## src/design/tsr_pkg.sv

```systemverilog
package tsr_pkg;

  typedef struct packed {
    logic [31:0] seq;
    logic [31:0] ack;
    logic [15:0] len;
    logic [15:0] tag;
    logic        ackf;
    logic        finf;
  } req_t;

endpackage

```

## src/design/tsr_ram.sv

```systemverilog
module tsr_ram #(
  parameter int WIDTH = 8,
  parameter int DEPTH = 32
) (
  input  logic                     clk,
  input  logic                     we,
  input  logic [$clog2(DEPTH)-1:0] waddr,
  input  logic [WIDTH-1:0]         wdata,
  input  logic [$clog2(DEPTH)-1:0] raddr,
  output logic [WIDTH-1:0]         rdata
);

  logic [WIDTH-1:0] mem [DEPTH];

  always_ff @(posedge clk) begin
    if (we) begin
      mem[waddr] <= wdata;
    end
    rdata <= mem[raddr];
  end

endmodule

```

## src/design/tsr_front.sv

```systemverilog
module tsr_front (
  input  logic          start,
  input  logic          q_full,
  input  tsr_pkg::req_t req,
  output logic          busy,
  output logic          q_push,
  output tsr_pkg::req_t q_data
);

  always_comb begin
    busy = q_full;
    q_push = start && !q_full && (req.len != 16'd0);
    q_data = req;
  end

endmodule

```

## src/design/tsr_back.sv

```systemverilog
module tsr_back #(
  parameter int CACHE_DEPTH = 32
) (
  input  logic          clk,
  input  logic          rst,
  input  logic          q_valid,
  input  tsr_pkg::req_t q_data,
  output logic          q_pop,
  output logic          strobe,
  output logic [15:0]   out_tag,
  output logic [31:0]   out_seq,
  output logic [15:0]   out_length,
  output logic          result_kind,
  output logic          last_of_run,
  output logic          idle
);

  localparam int AW = $clog2(CACHE_DEPTH);
  localparam int CW = $clog2(CACHE_DEPTH + 1);
  localparam int EW = 64;

  localparam logic [1:0] S_IDLE = 2'd0;
  localparam logic [1:0] S_READ = 2'd1;
  localparam logic [1:0] S_WALK = 2'd2;

  logic [1:0]    state;
  logic          stream_open;
  logic [31:0]   rel_seq;
  logic [31:0]   last_ack;
  logic [15:0]   last_len;
  logic [CW-1:0] held_count;
  logic [CW-1:0] rd_idx;
  logic [CW-1:0] kept;
  logic [CW-1:0] walk_end;

  logic          pend;
  logic [EW-1:0] pend_data;
  logic          pend_kind;

  logic [32:0]   expect_sum;
  logic          we;
  logic [AW-1:0] waddr;
  logic [EW-1:0] wdata;
  logic [EW-1:0] rdata;
  logic [31:0]   r_seq;
  logic [15:0]   r_len;
  logic          r_match;

  assign expect_sum = {1'b0, rel_seq} + {17'd0, last_len};
  assign r_seq = rdata[63:32];
  assign r_len = rdata[31:16];
  assign r_match = ({1'b0, r_seq} == expect_sum);
  assign idle = (state == S_IDLE) && !pend;
  assign q_pop = q_valid && (state == S_IDLE);

  tsr_ram #(.WIDTH(EW), .DEPTH(CACHE_DEPTH)) u_ram (
    .clk(clk), .we(we), .waddr(waddr), .wdata(wdata),
    .raddr(rd_idx[AW-1:0]), .rdata(rdata)
  );

  always_comb begin
    we = 1'b0;
    waddr = kept[AW-1:0];
    wdata = rdata;
    if (q_pop) begin
      waddr = held_count[AW-1:0];
      wdata = {q_data.seq, q_data.len, q_data.tag};
      we = stream_open && q_data.ackf && (q_data.ack == last_ack)
        && (q_data.seq != rel_seq) && ({1'b0, q_data.seq} > expect_sum)
        && (held_count < CW'(CACHE_DEPTH));
    end else if (state == S_WALK && !r_match) begin
      we = 1'b1;
    end
  end

  always_ff @(posedge clk) begin
    if (rst) begin
      strobe <= 1'b0;
    end else begin
      strobe <= (q_pop && !stream_open)
        || ((state == S_READ) && (rd_idx == walk_end) && pend)
        || ((state == S_WALK) && r_match && pend);
    end
  end

  always_ff @(posedge clk) begin
    if (rst) begin
      state <= S_IDLE;
      stream_open <= 1'b0;
      rel_seq <= '0;
      last_ack <= '0;
      last_len <= '0;
      held_count <= '0;
      rd_idx <= '0;
      kept <= '0;
      walk_end <= '0;
      pend <= 1'b0;
      last_of_run <= 1'b0;
    end else begin
      case (state)
        S_IDLE: begin
          if (q_pop) begin
            rd_idx <= '0;
            kept <= '0;
            if (!stream_open) begin
              stream_open <= 1'b1;
              rel_seq <= q_data.seq;
              last_ack <= q_data.ack;
              last_len <= q_data.len;
              held_count <= '0;
              last_of_run <= 1'b1;
              out_tag <= q_data.tag;
              out_seq <= q_data.seq;
              out_length <= q_data.len;
              result_kind <= 1'b0;
            end else if (!q_data.ackf) begin
              if (q_data.finf) begin
                stream_open <= 1'b0;
                rel_seq <= '0;
                last_ack <= '0;
                last_len <= '0;
                held_count <= '0;
              end
            end else if ((q_data.ack == last_ack) && (q_data.seq != rel_seq)
                && ({1'b0, q_data.seq} >= expect_sum)) begin
              pend_data <= {q_data.seq, q_data.len, q_data.tag};
              if ({1'b0, q_data.seq} > expect_sum) begin
                pend_kind <= 1'b1;
                if (held_count < CW'(CACHE_DEPTH)) begin
                  held_count <= held_count + CW'(1);
                  walk_end <= held_count + CW'(1);
                  pend <= 1'b0;
                end else begin
                  walk_end <= held_count;
                  pend <= 1'b1;
                end
              end else begin
                walk_end <= held_count;
                pend <= 1'b1;
                pend_kind <= 1'b0;
                rel_seq <= q_data.seq;
                last_len <= q_data.len;
              end
              state <= S_READ;
            end
          end
        end
        S_READ: begin
          if (rd_idx == walk_end) begin
            if (pend) begin
              last_of_run <= 1'b1;
              {out_seq, out_length, out_tag} <= pend_data;
              result_kind <= pend_kind;
              pend <= 1'b0;
            end
            held_count <= kept;
            state <= S_IDLE;
          end else begin
            rd_idx <= rd_idx + CW'(1);
            state <= S_WALK;
          end
        end
        S_WALK: begin
          if (r_match) begin
            if (pend) begin
              last_of_run <= 1'b0;
              {out_seq, out_length, out_tag} <= pend_data;
              result_kind <= pend_kind;
            end
            pend <= 1'b1;
            pend_kind <= 1'b0;
            pend_data <= rdata;
            rel_seq <= r_seq;
            last_len <= r_len;
          end else begin
            kept <= kept + CW'(1);
          end
          state <= S_READ;
        end
        default: state <= S_IDLE;
      endcase
    end
  end

`ifndef SYNTHESIS
  a_count: assert property (@(posedge clk) disable iff (rst)
    held_count <= CW'(CACHE_DEPTH)) else $error("cache count overflow");
  a_kept: assert property (@(posedge clk) disable iff (rst)
    kept <= rd_idx) else $error("kept passes read index");
  a_idle_strobe: assert property (@(posedge clk) disable iff (rst)
    (state == S_WALK) |=> !(strobe && last_of_run)) else $error("early last");
`endif

endmodule

```

## src/design/tcp_segment_reorder.sv

```systemverilog
// A stream-opening request waits in the one-entry input queue; the back end then registers
// its result and the strobe. A request that walks cached entries gives its last result at its end.
// Requests are served one at a time: a new one waits in the input queue, with busy high,
// while the walk visits each cached entry through the states S_READ and S_WALK in turn.
// Reset (rst, synchronous) closes the stream and empties the cache.
// Results are strobed for one cycle; the receiver cannot stall.
module tcp_segment_reorder #(
  parameter int CACHE_DEPTH = 32
) (
  input  logic        clk,
  input  logic        rst,
  input  logic        start,
  output logic        busy,
  input  logic [31:0] seq_number,
  input  logic [31:0] ack_number,
  input  logic [15:0] payload_length,
  input  logic [15:0] segment_tag,
  input  logic        ack_flag,
  input  logic        fin_flag,
  output logic        strobe,
  output logic [15:0] out_tag,
  output logic [31:0] out_seq,
  output logic [15:0] out_length,
  output logic        result_kind,
  output logic        last_of_run
);

  tsr_pkg::req_t req;
  tsr_pkg::req_t q_in;
  tsr_pkg::req_t q_data;
  logic          q_push;
  logic          q_valid;
  logic          q_pop;
  logic          idle;

  assign req = '{seq: seq_number, ack: ack_number, len: payload_length,
                 tag: segment_tag, ackf: ack_flag, finf: fin_flag};

  tsr_front u_front (
    .start(start), .q_full(q_valid), .req(req),
    .busy(busy), .q_push(q_push), .q_data(q_in)
  );

  always_ff @(posedge clk) begin
    if (rst) begin
      q_valid <= 1'b0;
    end else if (q_push) begin
      q_valid <= 1'b1;
    end else if (q_pop) begin
      q_valid <= 1'b0;
    end
    if (q_push) begin
      q_data <= q_in;
    end
  end

  tsr_back #(.CACHE_DEPTH(CACHE_DEPTH)) u_back (
    .clk(clk), .rst(rst), .q_valid(q_valid), .q_data(q_data), .q_pop(q_pop),
    .strobe(strobe), .out_tag(out_tag), .out_seq(out_seq),
    .out_length(out_length), .result_kind(result_kind),
    .last_of_run(last_of_run), .idle(idle)
  );

`ifndef SYNTHESIS
  a_one_item: assert property (@(posedge clk) disable iff (rst)
    q_push |-> !q_valid) else $error("queue overrun");
  a_busy: assert property (@(posedge clk) disable iff (rst)
    q_valid |-> busy) else $error("busy low with item queued");
  a_pop: assert property (@(posedge clk) disable iff (rst)
    q_pop |-> idle) else $error("pop while back busy");
`endif

endmodule

```

## config.mk

```make
export PLATFORM = sky130hd
export DESIGN_NAME = tcp_segment_reorder
export DESIGN_NICKNAME = d
export VERILOG_FILES = /design/src/design/tsr_pkg.sv /design/src/design/tsr_ram.sv /design/src/design/tsr_front.sv /design/src/design/tsr_back.sv /design/src/design/tcp_segment_reorder.sv
export SDC_FILE = /design/constraint.sdc
export NUM_CORES = 2
export LEC_CHECK = 0
export BUFFER_PORTS_ARGS = -buffer_cell sky130_fd_sc_hd__clkbuf_2
export CORE_UTILIZATION = 55
export CTS_CLUSTER_SIZE = 8
export DETAILED_ROUTE_END_ITERATION = 10
export GPL_TIMING_DRIVEN = 0
export PLACE_DENSITY = 0.82
export SYNTH_ARGS = -nofsm -noshare
export SYNTH_HDL_FRONTEND = slang
export SYNTH_SLANG_ARGS = --single-unit
```

## constraint.sdc

```tcl
create_clock -name clk -period 15.1 [get_ports clk]
set_clock_uncertainty 0.05 [all_clocks]
set_input_delay 0.755 -clock clk [delete_from_list [all_inputs] [get_ports clk]]
set_output_delay 0.755 -clock clk [all_outputs]
set_load 0.05 [all_outputs]
```

==> reports/metrics.cfg <==
[global_routing]
grt_first_pass_wirelength_um = 456000
grt-ovfl-total = 0
antenna_found_initial = 12
grtUsageTotal_pct = 37.3
grt_max_degree = 37
grt_pass1_vias = 58600

[critical_path]
critPathLaunchType = flip-flop
reg2reg_depth = 23
crit_top_cell = buf_6
cpMaxStageDelayCell = nor3b_2
cp.required_ps = 15680
cp_max_fo = 9
max_stage_delay_ps = 1040
r2r_start = u_back.rel_seq[0]$_SDFFE_PP0P_
critPathKind = flip-flop to flip-flop
crit_chain = ha_1, fa_1, a211oi_2, o211ai_1, nand2_2, a21oi_2, and3_1, xnor2_1, ha_1, nand4_1, nor3_1, o31ai_1, a21oi_1, and3_1, clkbuf_1, nand2b_1, nor2b_1, a32oi_2, nor3b_2, buf_6, buf_6, buf_6, buf_6
endpoint_kind = flip-flop
cp_top_family = simple AND/OR/NAND/NOR gates
cp_num_buf_inv = 5
rr_endpoint = u_back.u_ram.mem[13][16]$_DFFE_PP_
cp_data_arrival_time_ps = 8690
rrSetupSlack_ps = 6990

[pwr]
power.leakage_nw = 36.1
power_mw = 15.9
ir_worst_vdd_mv = 0.0919
powerDensity_nw_per_um2 = 139

[sta]
period_minus_slack_ps = 8110
rsz0062_at_grt = no
finalHoldViolCount = 0
fmax_ghz = 0.123
setup-violations-final = 0
timing.final.ws_setup_ps = 6990
slew-limit-headroom_pct = -7.91
final_max_slew_viol_count = 77
finalCritPeriodShare_pct = 53.7
setup_tns_ps = 0
worst-slew-pin-transition_ps = 1620

[logic_synthesis]
yosysWarnings = 0
synth_top_cells_by_area = edfxtp_1 (71%), mux4_2 (15%), dfxtp_1 (3.6%)
synth.most_common_cell = edfxtp_1
syn_nets = 4878
yosys.area.top_type_share_pct = 70.7
synthArstFlopShare_pct = 0
yosysUniqueCellTypes = 83
synthesis.area_um2 = 96700
synth_seq_cells = 2451
yosysSeqAreaShare_pct = 74.3
ys.flop_type = edfxtp_1
syn_inst = 4720
synth_edf_count = 2276
synth_top_area_cell = edfxtp_1
synth_common_cells = edfxtp_1 (2276), mux4_2 (640), nand2_1 (253)
syn_area_per_cell_um2 = 20.5

[clock_tree]
hold_buffers = 91
post-cts-setup-buffer-count = 0
clock-sinks = 2451
cts_max_level = 5
cts_buffer_depth = 4
root_buffer = clkbuf_16
clkLatencyLatePin_ps = 990
cts_buffers = 358
clkTransAtPathRegs_ps = 50
cts_tree = yes
cts_resized = 0

[die]
coreArea_um2 = 174000
dieHeight_um = 421
start_util_pct = 55.5
die_w_um = 421
ioPinCount = 169
rows = 153
dieArea_um2 = 178000

[status]
violations = max-capacitance violations, max-slew violations
outcome = finished, violations left

[min_path]
worstHoldStart = seq_number[29]
holdPathEnd = q_data[95]$_DFFE_PP_
hold_depth = 1
hold_class = input port to flip-flop

[final_layout]
syn2layout_area_growth_pct = 18.0
drive_gt1_share_pct = 27.7
fin_area_um2 = 114000
nNetsFinal = 5622

[route]
via_per_inst = 7.32
drc = 0
drt_first_iter_violations = 11200
wl_met3_um = 46300
met1_length_um = 102000
firstDrtPassIters = 10
wl_met2_um = 154000
wire_per_inst_um = 41.6
vias = 58700
dr.max_layer_used = met5
drt_wl_total_um = 333000
drtAntennaViolNets = 0

[placement]
place_congestion = 0.923
dpl_cell_area_um2 = 103000
place_ws_ps = 7510
io_buffers = 168
dp_hpwl_um = 189000

[run]
drv_cap = 8

==> layout make-up <==
cell class                 count  area, µm²
clock inverter                13        181
fill                       10400      60100
inverter                      18       67.6
multi-input combinational   1987      24000
buffer                       264       1090
timing repair buffer         384       4170
antenna                       27       67.6
clock buffer                 549       9780
tap                         2325       2910
sequential                  2451      71800
==> registers in the layout, summed over array words and instances, names as in the netlist, 2 cells and up <==
signal	flops
u_back.pend_data	64
u_back.walk_end	6
u_back.rd_idx	6
u_back.rel_seq	32
q_data	98
u_back.out_length	16
u_back.u_ram.mem	2048
u_back.last_ack	32
u_back.out_tag	16
u_back.u_ram.rdata	64
u_back.state	2
u_back.out_seq	32
u_back.held_count	6
u_back.kept	6
u_back.last_len	16
==> metal layers <==
metal  track usage (%)  vias to the layer above
met2              57.1                     6703
met1              44.9                    29300
met3              10.6                     1624
met5                 0                        -
met4              29.3                        8
li1                  -                    21000
==> cells in the final DEF, fill, tap and decap left out, types with 83 or more instances in the layout <==
cell and count:
nor2_1 83, clkbuf_1 350, edfxtp_1 2276, mux4_2 640, mux2_2 144, clkbuf_16 362
clkbuf_2 192, dlygate4sd3_1 91, nand2_1 253, a21oi_1 94, buf_12 85, dfxtp_1 175
==> cell families after synthesis <==
| group | count (synthesis) | share of synthesized area (%) |
|---|---|---|
| xor gates and xnor gates | 140 | 1.32 |
| muxes | 791 | 16.7 |
| AOI/OAI and AO/OA | 421 | 3.00 |
| and+or+nand+nor | 578 | 2.82 |
| DFF | 2451 | 74.3 |
| adders and majority gates | 57 | 0.745 |
| buffers and inverters | 282 | 1.16 |
==> where the power goes <==
group / switching (mW) / internal (mW)
clock network: 2.99 / 4.41
logic: 0.593 / 0.234
registers: 0.0695 / 7.62
total: 3.66 / 12.3
==> worst max path at each step <==
| stage | from | end | slack, ps | cells past startpoint |
|---|---|---|---|---|
| 2_1_floorplan | u_back.rel_seq[9]$_SDFFE_PP0P_ | u_back.u_ram.mem[13][0]$_DFFE_PP_ | 5940 | 19 |
| 3_3_place_gp | u_back.last_len[12]$_SDFFE_PP0P_ | u_back.u_ram.mem[15][16]$_DFFE_PP_ | -2860 | 19 |
| 3_5_place_dp | u_back.last_len[12]$_SDFFE_PP0P_ | u_back.u_ram.mem[23][15]$_DFFE_PP_ | 7510 | 22 |
| 4_1_cts | u_back.last_len[12]$_SDFFE_PP0P_ | u_back.u_ram.mem[23][14]$_DFFE_PP_ | 7330 | 22 |
| 5_1_grt | u_back.last_len[12]$_SDFFE_PP0P_ | u_back.last_len[2]$_SDFFE_PP0P_ | 6900 | 20 |
| 6_report | u_back.rel_seq[0]$_SDFFE_PP0P_ | u_back.u_ram.mem[13][16]$_DFFE_PP_ | 6990 | 23 |
==> metrics by stage <==
stage               cells  hold WS, ps  util (%)
finish               8018         51.7      65.5
global route         7999         21.3      65.5
CTS                  7988         6.00      65.4
detailed placement   7335          446      59.2
global placement     7213          430      57.7
floorplan            4720          404         -
==> worst reg2reg max path: stages (launching register included) <==
cell and delay (ps):
dfxtp_1 420, ha_1 280, fa_1 270, a211oi_2 120, o211ai_1 340, nand2_2 260
a21oi_2 460, and3_1 310, xnor2_1 90, ha_1 330, nand4_1 180, nor3_1 550
o31ai_1 270, a21oi_1 280, and3_1 230, clkbuf_1 350, nand2b_1 280, nor2b_1 430
a32oi_2 300, nor3b_2 1040, buf_6 310, buf_6 220, buf_6 200, buf_6 220
No activity file was read; power rests on OpenSTA's default activity.
